==> src/hw/rtl/pslf_pkg.sv <==
package pslf_pkg;

    // Field widths of the channels
    localparam int FIELD_W     = 24;
    localparam int SAMPLE_W    = 16;
    localparam int BYTE_W      = 8;
    localparam int CFG_IDX_W   = 3;
    localparam int CFG_DATA_W  = 24;
    localparam int OFFSET_BITS_DEF = 24;

    // Offset of unsigned 8-bit data around zero
    localparam logic [BYTE_W-1:0] U8_BIAS = 8'h80;

    typedef enum logic [1:0] {
        FMT_U8     = 2'd0,
        FMT_S8     = 2'd1,
        FMT_S16_LE = 2'd2,
        FMT_S16_BE = 2'd3
    } t_sample_format;

    typedef enum logic [CFG_IDX_W-1:0] {
        CFG_SAMPLE_FORMAT = 3'd0,
        CFG_STEREO        = 3'd1,
        CFG_DATA_BYTES    = 3'd2,
        CFG_LOOP_BASE     = 3'd3,
        CFG_LOOP_LIMIT    = 3'd4,
        CFG_REPEAT        = 3'd5
    } t_cfg_index;

    typedef enum logic {
        OP_FETCH = 1'b0,
        OP_SEEK  = 1'b1
    } t_op;

    typedef struct packed {
        t_sample_format           sample_format;
        logic                     stereo;
        logic [FIELD_W-1:0]       data_bytes;
        logic [FIELD_W-1:0]       loop_base;
        logic [FIELD_W-1:0]       loop_limit;
        logic                     repeat_cfg;
    } t_cfg;

endpackage

==> src/hw/rtl/pslf_intf.sv <==
// Fetch/seek request channel
interface pslf_fetch_if;
    logic                          valid;
    logic                          ready;
    logic                          op;
    logic [pslf_pkg::BYTE_W-1:0]   first_byte;
    logic [pslf_pkg::BYTE_W-1:0]   second_byte;
    logic [pslf_pkg::FIELD_W-1:0]  seek_frame;

    modport source (output valid, op, first_byte, second_byte, seek_frame, input ready);
    modport sink   (input valid, op, first_byte, second_byte, seek_frame, output ready);
endinterface

// Result channel
interface pslf_result_if;
    logic                                 valid;
    logic                                 ready;
    logic signed [pslf_pkg::SAMPLE_W-1:0] sample;
    logic [pslf_pkg::FIELD_W-1:0]         next_offset;
    logic [pslf_pkg::FIELD_W-1:0]         frame_position;
    logic                                 ended;

    modport source (output valid, sample, next_offset, frame_position, ended, input ready);
    modport sink   (input valid, sample, next_offset, frame_position, ended, output ready);
endinterface

// Register write channel
interface pslf_cfg_if;
    logic                             valid;
    logic                             ready;
    logic [pslf_pkg::CFG_IDX_W-1:0]   index;
    logic [pslf_pkg::CFG_DATA_W-1:0]  data;

    modport source (output valid, index, data, input ready);
    modport sink   (input valid, index, data, output ready);
endinterface

==> src/hw/rtl/pcm_sample_loop_fetcher_core.sv <==
// Channel    Dir   Role    Request contents
// i_fetch    in    sink    op, first_byte, second_byte, seek_frame
// o_result   out   source  sample, next_offset, frame_position, ended
// i_cfg      in    sink    index, data (register write, always ready)
//
// One request per cycle sustained while results are taken; a result becomes valid
// when its request moves from the input register into the result register.
// The offset update and sample conversion sit between those two registers.
// Synchronous active-low reset clears the offset, configuration and valid flags.
// A stalled result holds its register; the input register still takes one
// further request, after which i_fetch.ready drops until the result drains.
module pcm_sample_loop_fetcher_core #(
    parameter int OFFSET_BITS = pslf_pkg::OFFSET_BITS_DEF
) (
    input  logic                  i_clk,
    input  logic                  i_rst_n,
    pslf_fetch_if.sink            i_fetch,
    pslf_result_if.source         o_result,
    pslf_cfg_if.sink              i_cfg
);
    import pslf_pkg::*;

    // Configuration registers
    t_cfg                   r_cfg;
    t_cfg                   n_cfg;

    // Input register
    logic                   r_in_valid;
    logic                   r_in_op;
    logic [BYTE_W-1:0]      r_in_first_byte;
    logic [BYTE_W-1:0]      r_in_second_byte;
    logic [FIELD_W-1:0]     r_in_seek_frame;

    // Stream state
    logic [OFFSET_BITS-1:0] r_byte_offset;

    // Result register
    logic                   r_out_valid;
    logic signed [SAMPLE_W-1:0] r_out_sample;
    logic [FIELD_W-1:0]     r_out_next_offset;
    logic [FIELD_W-1:0]     r_out_frame_position;
    logic                   r_out_ended;

    logic                   advance;
    logic                   in_take;
    logic [OFFSET_BITS-1:0] n_byte_offset;
    logic [FIELD_W-1:0]     n_frame_position;
    logic                   n_ended;
    logic                   n_silent;
    logic signed [SAMPLE_W-1:0] n_sample;

    // Move a request into the result register when that register is free or being taken
    assign advance       = r_in_valid && (!r_out_valid || o_result.ready);
    assign i_fetch.ready = !r_in_valid || advance;
    assign in_take       = i_fetch.valid && i_fetch.ready;
    assign i_cfg.ready   = 1'b1;

    // Decode register writes
    always_comb begin
        n_cfg = r_cfg;
        if (i_cfg.valid) begin
            case (t_cfg_index'(i_cfg.index))
                CFG_SAMPLE_FORMAT: n_cfg.sample_format = t_sample_format'(i_cfg.data[1:0]);
                CFG_STEREO:        n_cfg.stereo        = i_cfg.data[0];
                CFG_DATA_BYTES:    n_cfg.data_bytes    = i_cfg.data[FIELD_W-1:0];
                CFG_LOOP_BASE:     n_cfg.loop_base     = i_cfg.data[FIELD_W-1:0];
                CFG_LOOP_LIMIT:    n_cfg.loop_limit    = i_cfg.data[FIELD_W-1:0];
                CFG_REPEAT:        n_cfg.repeat_cfg    = i_cfg.data[0];
                default:           n_cfg = r_cfg;
            endcase
        end
    end

    always_ff @(posedge i_clk) begin
        if (!i_rst_n) begin
            r_cfg <= '0;
        end else begin
            r_cfg <= n_cfg;
        end
    end

    // Offset update
    pslf_advance #(
        .OFFSET_BITS (OFFSET_BITS)
    ) u_advance (
        .i_cfg            (r_cfg),
        .i_offset         (r_byte_offset),
        .i_op             (r_in_op),
        .i_seek_frame     (r_in_seek_frame),
        .o_next           (n_byte_offset),
        .o_frame_position (n_frame_position),
        .o_ended          (n_ended),
        .o_silent         (n_silent)
    );

    // Sample conversion
    pslf_convert u_convert (
        .i_format      (r_cfg.sample_format),
        .i_silent      (n_silent),
        .i_first_byte  (r_in_first_byte),
        .i_second_byte (r_in_second_byte),
        .o_sample      (n_sample)
    );

    // Input register: load on acceptance, drain on advance
    always_ff @(posedge i_clk) begin
        if (!i_rst_n) begin
            r_in_valid <= 1'b0;
        end else if (in_take) begin
            r_in_valid <= 1'b1;
        end else if (advance) begin
            r_in_valid <= 1'b0;
        end
    end

    always_ff @(posedge i_clk) begin
        if (in_take) begin
            r_in_op          <= i_fetch.op;
            r_in_first_byte  <= i_fetch.first_byte;
            r_in_second_byte <= i_fetch.second_byte;
            r_in_seek_frame  <= i_fetch.seek_frame;
        end
    end

    // Offset state advances with each request that completes
    always_ff @(posedge i_clk) begin
        if (!i_rst_n) begin
            r_byte_offset <= '0;
        end else if (advance) begin
            r_byte_offset <= n_byte_offset;
        end
    end

    // Result register: hold while stalled
    always_ff @(posedge i_clk) begin
        if (!i_rst_n) begin
            r_out_valid <= 1'b0;
        end else if (advance) begin
            r_out_valid <= 1'b1;
        end else if (o_result.ready) begin
            r_out_valid <= 1'b0;
        end
    end

    always_ff @(posedge i_clk) begin
        if (advance) begin
            r_out_sample         <= n_sample;
            r_out_next_offset    <= FIELD_W'(n_byte_offset);
            r_out_frame_position <= n_frame_position;
            r_out_ended          <= n_ended;
        end
    end

    assign o_result.valid          = r_out_valid;
    assign o_result.sample         = r_out_sample;
    assign o_result.next_offset    = r_out_next_offset;
    assign o_result.frame_position = r_out_frame_position;
    assign o_result.ended          = r_out_ended;

endmodule

==> src/hw/rtl/pslf_convert.sv <==
module pslf_convert (
    input  pslf_pkg::t_sample_format                 i_format,
    input  logic                                     i_silent,
    input  logic [pslf_pkg::BYTE_W-1:0]              i_first_byte,
    input  logic [pslf_pkg::BYTE_W-1:0]              i_second_byte,
    output logic signed [pslf_pkg::SAMPLE_W-1:0]     o_sample
);
    import pslf_pkg::*;

    logic [SAMPLE_W-1:0] raw;

    // Widen the element to 16 bits; 8-bit data lands in the upper byte
    always_comb begin
        case (i_format)
            FMT_U8:     raw = {i_first_byte ^ U8_BIAS, {BYTE_W{1'b0}}};
            FMT_S8:     raw = {i_first_byte, {BYTE_W{1'b0}}};
            FMT_S16_LE: raw = {i_second_byte, i_first_byte};
            FMT_S16_BE: raw = {i_first_byte, i_second_byte};
            default:    raw = '0;
        endcase
    end

    // Drop to silence for seeks and short elements
    assign o_sample = i_silent ? '0 : $signed(raw);

endmodule

==> src/hw/rtl/pslf_advance.sv <==
module pslf_advance #(
    parameter int OFFSET_BITS = pslf_pkg::OFFSET_BITS_DEF
) (
    input  pslf_pkg::t_cfg                  i_cfg,
    input  logic [OFFSET_BITS-1:0]          i_offset,
    input  logic                            i_op,
    input  logic [pslf_pkg::FIELD_W-1:0]    i_seek_frame,
    output logic [OFFSET_BITS-1:0]          o_next,
    output logic [pslf_pkg::FIELD_W-1:0]    o_frame_position,
    output logic                            o_ended,
    output logic                            o_silent
);
    import pslf_pkg::*;

    // Compare width wide enough for offset plus element without overflow
    localparam int CW = ((OFFSET_BITS > FIELD_W) ? OFFSET_BITS : FIELD_W) + 1;
    localparam int SEEK_W = FIELD_W + 2;

    logic [1:0]         elem;
    logic [1:0]         frame_shift;
    logic [CW-1:0]      off_x;
    logic [CW-1:0]      dl_x;
    logic [CW-1:0]      ls_x;
    logic [CW-1:0]      le_x;
    logic [CW-1:0]      sum;
    logic               past_end;
    logic [1:0]         avail_end;
    logic [CW-1:0]      next_end;
    logic               loop_hit;
    logic [1:0]         avail;
    logic [CW-1:0]      next_fetch;
    logic [FIELD_W-1:0] frames_total;
    logic [SEEK_W-1:0]  seek_bytes;
    logic               seek_ok;

    assign elem        = i_cfg.sample_format[1] ? 2'd2 : 2'd1;
    assign frame_shift = {1'b0, i_cfg.sample_format[1]} + {1'b0, i_cfg.stereo};

    assign off_x = CW'(i_offset);
    assign dl_x  = CW'(i_cfg.data_bytes);
    assign ls_x  = CW'(i_cfg.loop_base);
    assign le_x  = CW'(i_cfg.loop_limit);
    assign sum   = off_x + CW'(elem);

    // Data end: cut the readable bytes, then wrap or park
    always_comb begin
        past_end  = (sum >= dl_x);
        avail_end = elem;
        next_end  = sum;
        if (past_end) begin
            avail_end = (off_x < dl_x) ? 2'(dl_x - off_x) : 2'd0;
            next_end  = i_cfg.repeat_cfg ? '0 : dl_x;
        end
    end

    // When repeating, the loop end overrides the data end
    always_comb begin
        loop_hit   = i_cfg.repeat_cfg && (off_x < le_x) && ((off_x + CW'(avail_end)) >= le_x);
        avail      = loop_hit ? 2'(le_x - off_x) : avail_end;
        next_fetch = loop_hit ? ls_x : next_end;
    end

    // Seek only to a frame inside the data
    assign frames_total = i_cfg.data_bytes >> frame_shift;
    assign seek_ok      = (i_seek_frame < frames_total);
    assign seek_bytes   = SEEK_W'(i_seek_frame) << frame_shift;

    always_comb begin
        if (i_op == OP_SEEK) begin
            o_next   = seek_ok ? OFFSET_BITS'(seek_bytes) : i_offset;
            o_silent = 1'b1;
        end else begin
            o_next   = OFFSET_BITS'(next_fetch);
            o_silent = (avail < elem);
        end
    end

    // Position and end flag from the new offset
    assign o_frame_position = FIELD_W'(o_next >> frame_shift);
    assign o_ended          = !i_cfg.repeat_cfg && (CW'(o_next) >= dl_x);

endmodule

==> src/flat_wrapper.sv <==
// flat-port wrapper written by rule: the top's interface ports become plain ports
module pcm_sample_loop_fetcher_core_flat import pslf_pkg::*;
#(
    parameter int OFFSET_BITS = pslf_pkg::OFFSET_BITS_DEF
)
  (i_clk, i_rst_n, i_fetch_valid, i_fetch_op, i_fetch_first_byte, i_fetch_second_byte, i_fetch_seek_frame, i_fetch_ready, o_result_valid, o_result_sample, o_result_next_offset, o_result_frame_position, o_result_ended, o_result_ready, i_cfg_valid, i_cfg_index, i_cfg_data, i_cfg_ready);
  pslf_fetch_if i_fetch_i ();
  pslf_result_if o_result_i ();
  pslf_cfg_if i_cfg_i ();
  input  logic i_clk;
  input  logic i_rst_n;
  input wire logic [$bits(i_fetch_i.valid)-1:0] i_fetch_valid;
  input wire logic [$bits(i_fetch_i.op)-1:0] i_fetch_op;
  input wire logic [$bits(i_fetch_i.first_byte)-1:0] i_fetch_first_byte;
  input wire logic [$bits(i_fetch_i.second_byte)-1:0] i_fetch_second_byte;
  input wire logic [$bits(i_fetch_i.seek_frame)-1:0] i_fetch_seek_frame;
  output wire logic [$bits(i_fetch_i.ready)-1:0] i_fetch_ready;
  output wire logic [$bits(o_result_i.valid)-1:0] o_result_valid;
  output wire logic [$bits(o_result_i.sample)-1:0] o_result_sample;
  output wire logic [$bits(o_result_i.next_offset)-1:0] o_result_next_offset;
  output wire logic [$bits(o_result_i.frame_position)-1:0] o_result_frame_position;
  output wire logic [$bits(o_result_i.ended)-1:0] o_result_ended;
  input wire logic [$bits(o_result_i.ready)-1:0] o_result_ready;
  input wire logic [$bits(i_cfg_i.valid)-1:0] i_cfg_valid;
  input wire logic [$bits(i_cfg_i.index)-1:0] i_cfg_index;
  input wire logic [$bits(i_cfg_i.data)-1:0] i_cfg_data;
  output wire logic [$bits(i_cfg_i.ready)-1:0] i_cfg_ready;
  assign i_fetch_i.valid = i_fetch_valid;
  assign i_fetch_i.op = i_fetch_op;
  assign i_fetch_i.first_byte = i_fetch_first_byte;
  assign i_fetch_i.second_byte = i_fetch_second_byte;
  assign i_fetch_i.seek_frame = i_fetch_seek_frame;
  assign i_fetch_ready = i_fetch_i.ready;
  assign o_result_valid = o_result_i.valid;
  assign o_result_sample = o_result_i.sample;
  assign o_result_next_offset = o_result_i.next_offset;
  assign o_result_frame_position = o_result_i.frame_position;
  assign o_result_ended = o_result_i.ended;
  assign o_result_i.ready = o_result_ready;
  assign i_cfg_i.valid = i_cfg_valid;
  assign i_cfg_i.index = i_cfg_index;
  assign i_cfg_i.data = i_cfg_data;
  assign i_cfg_ready = i_cfg_i.ready;
  pcm_sample_loop_fetcher_core #(.OFFSET_BITS(OFFSET_BITS)) u_core (.i_clk(i_clk), .i_rst_n(i_rst_n), .i_fetch(i_fetch_i), .o_result(o_result_i), .i_cfg(i_cfg_i));
endmodule
==> config.mk <==
export PLATFORM = sky130hd
export DESIGN_NAME = pcm_sample_loop_fetcher_core_flat
export DESIGN_NICKNAME = d
export VERILOG_FILES = /design/src/hw/rtl/pslf_pkg.sv /design/src/hw/rtl/pslf_intf.sv /design/src/hw/rtl/pcm_sample_loop_fetcher_core.sv /design/src/hw/rtl/pslf_convert.sv /design/src/hw/rtl/pslf_advance.sv /design/src/flat_wrapper.sv
export SDC_FILE = /design/constraint.sdc
export NUM_CORES = 1
export LEC_CHECK = 0
export ABC_AREA = 0
export BUFFER_PORTS_ARGS = -buffer_cell sky130_fd_sc_hd__buf_2
export CAP_MARGIN = 0
export CORE_MARGIN = 10
export CORE_UTILIZATION = 44
export CTS_CLUSTER_DIAMETER = 40
export DETAILED_ROUTE_END_ITERATION = 7
export GPL_TIMING_DRIVEN = 0
export HOLD_SLACK_MARGIN = 0.02
export SLEW_MARGIN = 25
export SYNTH_ARGS = -nofsm -noshare
export SYNTH_HDL_FRONTEND = slang
export SYNTH_SLANG_ARGS = --single-unit
==> constraint.sdc <==
create_clock -name i_clk -period 10.3 [get_ports i_clk]
set_clock_uncertainty 0.1 [all_clocks]
set_input_delay 0.515 -clock i_clk [delete_from_list [all_inputs] [get_ports i_clk]]
set_output_delay 0.515 -clock i_clk [all_outputs]
set_load 0.05 [all_outputs]
==> results of run 1 <==
critical path, delay by kind of cell, from the launching register on:
family / cells / cell delay [ns]
fa+ha+maj: 7 / 2.20
simple gates: 12 / 2.16
buf+inv: 8 / 1.33
xor+xnor: 2 / 0.27
compound gates: 15 / 3.13
flops: 1 / 0.44
routing by layer:
| layer | track usage (%) | part of all wire, % |
|---|---|---|
| met5 | 0 | 0 |
| met2 | 39.9 | 45 |
| met1 | 33.2 | 42 |
| met4 | 11.3 | 4.6 |
| met3 | 5.11 | 9.0 |
path summary, 6_finish.rpt:
| path | startpoint | endpoint | slack (ns) | depth (start not counted) |
|---|---|---|---|---|
| worst max register to register | u_core.r_cfg[75] | u_core.o_result.ended | 0.39 | 44 |
| worst max-delay path | u_core.r_cfg[75] | u_core.o_result.ended | 0.39 | 44 |
| worst min register to register | u_core.r_cfg[10] | u_core.r_cfg[10] | 0.35 | 2 |
| worst min-delay path | i_fetch_seek_frame[10] | u_core.r_in_seek_frame[10] | 0.06 | 1 |
cells by family (layout without fill, tap and decap cells):
family                     after synthesis  in the layout  share of synthesized area [%]
other                                    1              1                         0.0265
DFF                                    208            208                           37.0
AOI/OAI and AO/OA                      266            266                           11.9
muxes                                  150            150                           13.7
buffers and inverters                  185            412                           5.37
adders and majority gates              153            153                           13.7
and+or+nand+nor                        495            495                           15.5
xor gates and xnor gates                46             46                           2.85
cell type report:
class	instances	area (um^2)
Sequential cell	208	5230
Buffer	85	397
Clock buffer	37	882
Timing Repair Buffer	166	931
Multi-Input combinational cell	1111	8310
Clock inverter	25	292
Fill cell	2957	14700
Inverter	99	372
Tap cell	402	503
flip-flops by register name, summed over array words and instances (netlist names), 8 cells and up:
register / flops
u_core.r_cfg: 76
u_core.o_result.frame_position: 24
u_core.o_result.next_offset: 24
u_core.r_byte_offset: 24
u_core.r_in_seek_frame: 24
u_core.o_result.sample: 16
u_core.r_in_first_byte: 8
u_core.r_in_second_byte: 8
where the power goes:
part / total (mW) / switching [mW] / internal (mW)
clock network: 1.16 / 0.463 / 0.698
logic: 0.607 / 0.386 / 0.222
registers: 0.953 / 0.0328 / 0.920
total: 2.72 / 0.881 / 1.84
cell usage in the layout (no fill, tap or decap), types with 5 or more instances in the layout:
cell | Yosys | layout
inv_1 | 98 | 97
o21a_1 | 6 | 6
o211ai_1 | 12 | 12
nand3_1 | 27 | 26
a21o_1 | 19 | 19
nand4_1 | 25 | 25
nand2_1 | 240 | 240
o21ai_0 | 26 | 25
a21oi_1 | 136 | 136
mux4_2 | 29 | 29
a211oi_1 | 19 | 19
ha_1 | 151 | 151
nor2b_1 | 15 | 15
clkbuf_1 | 56 | 54
nor2_1 | 123 | 122
buf_1 | 5 | 5
a221oi_2 | 5 | 5
clkbuf_2 | 1 | 5
edfxtp_1 | 106 | 106
dfxtp_1 | 102 | 101
inv_6 | 0 | 6
a221oi_1 | 7 | 5
nor3_1 | 25 | 21
mux2_2 | 9 | 9
mux2i_1 | 108 | 108
xor2_1 | 19 | 18
buf_4 | 2 | 25
nand2b_1 | 11 | 11
xnor2_1 | 27 | 27
buf_2 | 19 | 155
clkbuf_16 | 0 | 34
what timing repair did:
| item | CTS | global route |
|---|---|---|
| setup endpoints to repair | 81 | 2 |
| buffers inserted | 14 | 9 |
| resized for setup | 25 | 11 |
| pin swaps | 8 | 4 |
==> results.yml, run 1 <==
outcome:
  status: "complete, no violations"
finish:
  final_nets: 1931
  drive_gt1_share_pct: 18.7
  fin_area_um2: 16900
  antenna_cells: 0
  final_util_pct: 53.5
  area_growth_pct: 19.7
  fin_cells: 2133
floorplan:
  fp.dieH_um: 199
  start_util_pct: 44.7
  rows: 65
  core_um2: 31600
  dieArea_um2: 39700
  die_x_um: 199
  pin_count: 141
drt:
  wl_per_cell_um: 24.0
  ant_nets: 0
  drc: 0
  drt-total-wl_mm: 51.3
  drtPass1Iterations: 5
  viasPerCell: 5.82
  detail_route.iter0.violations: 1058
  vias: 12400
synthesis:
  synth_cell_types: 70
  synth_flop_cell: "edfxtp_1"
  syn-cell-area_um2: 14100
  syn_nets: 1730
  ys_ff_latch: 208
  yosysWarningCount: 0
  yosysMostFrequentCell: "nand2_1"
  synth_cells: 1504
  syn_avg_cell_area_um2: 9.39
  synth_seq_area_share_pct: 37.0
  synth_top_area_cell: "edfxtp_1"
  synth_edf_count: 106
  ys_top_cells_by_count: "240 x nand2_1, 151 x ha_1, 136 x a21oi_1, 123 x nor2_1, 108 x mux2i_1"
  synth.area.top_cells: "edfxtp_1 23%, dfxtp_1 14%, ha_1 13%"
  netlist.area_leader.share_pct: 22.5
  synthArstFlopShare_pct: 0
pwr:
  total_leakage_power_nw: 6.76
  ir_drop_v: 0.000143
  p_per_area_nw_per_um2: 161
  finalPower_mw: 2.72
timing:
  rsz0062_at_grt: "false"
  max_clock_freq_ghz: 0.101
  slew_headroom_pct: 34.2
  holdWs_ns: 0.0604
  finalHoldViolCount: 0
  setup_viol: 0
  worst_pin_slew_ns: 0.987
  finalCriticalPeriod_ns: 9.91
  tns_ns: 0
  setup_slack_ns: 0.394
  fin_crit_sh_pct: 96.2
  finalMaxSlewViolations: 0
global_routing:
  grt.total_usage_pct: 25.4
  grt_pass1_vias: 12100
  antenna_found_initial: 0
  grt_max_degree: 55
  overflow: 0
  grt_pass1_wl_mm: 75.1
clock_tree:
  cts_buffers: 34
  clockRootBuffer: "clkbuf_16"
  clkLatencyLatePin_ns: 0.53
  hold_buffers: 0
  cts_tree: "done"
  clk_pin_slew_ns: 0.06
  cts.sinks: 208
  h-tree-depth: 2
  clockBufferDepth: 3
place:
  hpwlAfterDp_mm: 40.6
  place_inst: 2047
  place_congestion: 0.978
  placed_area_um2: 15400
  dp_worst_setup_slack_ns: -1.76
  port_buffers: 138
setup_path:
  crit_top_cell: "ha_1"
  arrival_ns: 10.07
  critPathMaxStageDelay_ns: 0.50
  cp_slowest_cell: "a2111oi_4"
  cp_max_fo: 12
  crit_type: "reg -> reg"
  cp-start-kind: "register"
  endpoint_kind: "register"
  crit_required_ns: 10.47
job:
  drv_cap: 0
min_path:
  hold_class: "in -> reg"
(Power assumes the default switching activity.)
==> inputs of run 2 (changes only) <==
- CORE_ASPECT_RATIO: unset -> 0.75
==> results.yml, run 2 (synthesized netlist as in run 1, its figures left out) <==
finish:
  regMostFlops: "u_core.r_cfg"
  final_nets: 1937
  area_growth_pct: 20.4
  nFillCells: 2860
  final_cell_mix: "240 x nand2_1, 152 x buf_2, 151 x ha_1, 134 x a21oi_1, 121 x nor2_1"
  drive_gt1_share_pct: 19.4
  fin_area_um2: 17000
  largest_reg_flops: 76
  final_common_cell: "nand2_1"
  antenna_cells: 0
global_routing:
  antenna_found_initial: 0
  grt_pass1_vias: 12200
  grt_pass1_wl_mm: 77.8
  grt_max_degree: 53
  overflow: 0
  met1_usage_pct: 37.6
  use_met3_pct: 8.50
  grt-busiest-layer: "met1"
  use_met2_pct: 36.6
  grt.total_usage_pct: 26.4
place:
  placed_area_um2: 15400
  port_buffers: 138
  hpwlAfterDp_mm: 41.9
  place_congestion: 1.02
drt:
  vias: 12600
  ant_nets: 0
  drtPass1Iterations: 5
  drc: 0
  drt-total-wl_mm: 53.9
  detail_route.iter0.violations: 1566
  viasPerCell: 5.90
  wl_per_cell_um: 25.2
setup_path:
  crit_type: "reg -> reg"
  r2r_end: "u_core.o_result.ended"
  cp_max_fo: 12
  arrival_ns: 10.18
  r2r_slack_ns: 0.37
  reg2reg_depth: 37
  worstReg2RegStart: "u_core.r_cfg[75]"
  crit_required_ns: 10.55
  cp-start-kind: "register"
  crit_top_cell: "ha_1"
  critPathMaxStageDelay_ns: 0.58
  cp_slowest_cell: "or4_1"
  endpoint_kind: "register"
clock_tree:
  h-tree-depth: 2
  cts.sinks: 208
  clkLatencyLatePin_ns: 0.53
  clk_pin_slew_ns: 0.06
  cts_tree: "done"
  clockRootBuffer: "clkbuf_16"
  hold_buffers: 0
  clockBufferDepth: 3
  cts_buffers: 34
timing:
  max_clock_freq_ghz: 0.101
  fin_crit_sh_pct: 96.4
  setup_viol: 0
  finalHoldViolCount: 0
  finalCriticalPeriod_ns: 9.93
  slew_headroom_pct: 22.5
  finalMaxSlewViolations: 0
  worst_pin_slew_ns: 1.16
  holdWs_ns: 0.0651
floorplan:
  fp.dieH_um: 175
  core_um2: 31500
  rows: 56
  start_util_pct: 44.9
  dieArea_um2: 39800
  pin_count: 141
  die_x_um: 227
min_path:
  hold_end: "u_core.r_in_second_byte[4]"
  min_path_cells: 1
  hold_class: "in -> reg"
  min-delay-start: "i_fetch_second_byte[4]"
pwr:
  finalPower_mw: 2.75
  ir_drop_v: 0.000103
  p_per_area_nw_per_um2: 162
  total_leakage_power_nw: 6.83
job:
  drv_cap: 0
outcome:
  status: "complete, no violations"
==> run 2: changes by cell type in the layout (fill, tap and decap cells not counted), sizes merged <==
cell,previous run,this run
buf,190,198
clkinv,11,5
clkbuf,97,100
inv,109,112
clkinvlp,2,0
clkdlybuf4s18,1,0
==> run 2: power by group <==
group | internal, mW | total, mW | leakage (nW) | switching, mW
Sequential | 0.920 | 0.957 | 1.85 | 0.0363
Combinational | 0.228 | 0.619 | 4.39 | 0.391
Clock | 0.729 | 1.18 | 0.583 | 0.448
Total | 1.88 | 2.75 | 6.83 | 0.875
==> run 2: worst max-delay path, delay by kind of cell (launching register included) <==
kind                     cells  cell delay [ns]
AND/OR/NAND/NOR             13             4.05
AO/OA/AOI/OAI               12             2.42
adder cells (fa/ha/maj)      6             1.68
buffers and inverters        4             0.75
flip-flops                   1             0.38
XOR/XNOR                     2             0.36
==> run 2: layout make-up <==
class                           instances  area (um^2)  area share, %
Buffer                                 84          400           2.35
Clock buffer                           41          951           5.59
Clock inverter                         20          219           1.29
Inverter                               99          372           2.18
Multi-Input combinational cell       1111         8360           49.1
Sequential cell                       208         5230           30.7
Tap cell                              406          508           2.99
Timing Repair Buffer                  173          983           5.78
==> run 2: worst max-delay path by stage <==
stage / start / endpoint / slack [ns] / depth (start not counted)
2_1_floorplan: u_core.r_cfg[75] / u_core.o_result.ended / 1.79 / 42
3_3_place_gp: u_core.r_cfg[75] / u_core.o_result.ended / -2.13 / 44
3_5_place_dp: u_core.r_cfg[75] / u_core.o_result.ended / -1.56 / 43
4_1_cts: u_core.r_cfg[75] / u_core.o_result.ended / 0.06 / 45
5_1_grt: u_core.r_cfg[75] / u_core.o_result.ended / -0.08 / 45
6_report: u_core.r_cfg[75] / u_core.o_result.ended / 0.37 / 37
==> run 2: per-layer routing <==
metal	wire [um]	vias up
met3	6920	105
met5	0	-
met2	21500	666
met1	23700	6073
li1	-	5799
met4	1740	0
==> run 2: timing repair <==
action	in CTS	in global routing
buffers inserted	14	18
endpoints found under the setup margin	55	1
gates resized for setup	24	25
pin swaps	10	9
==> run 2: through the flow <==
step	setup WS [ns]	utilization (%)	setup TNS [ns]	instances
3_5_place_dp	-1.56	48.9	-13.06	2050
6_report	0.372	54.1	0	2142
4_1_cts	0.0559	53.4	0	2124
5_1_grt	-0.0775	54.1	-0.0775	2142
3_3_place_gp	-2.13	48.7	-34.41	2048
2_1_floorplan	1.79	-	0	1504
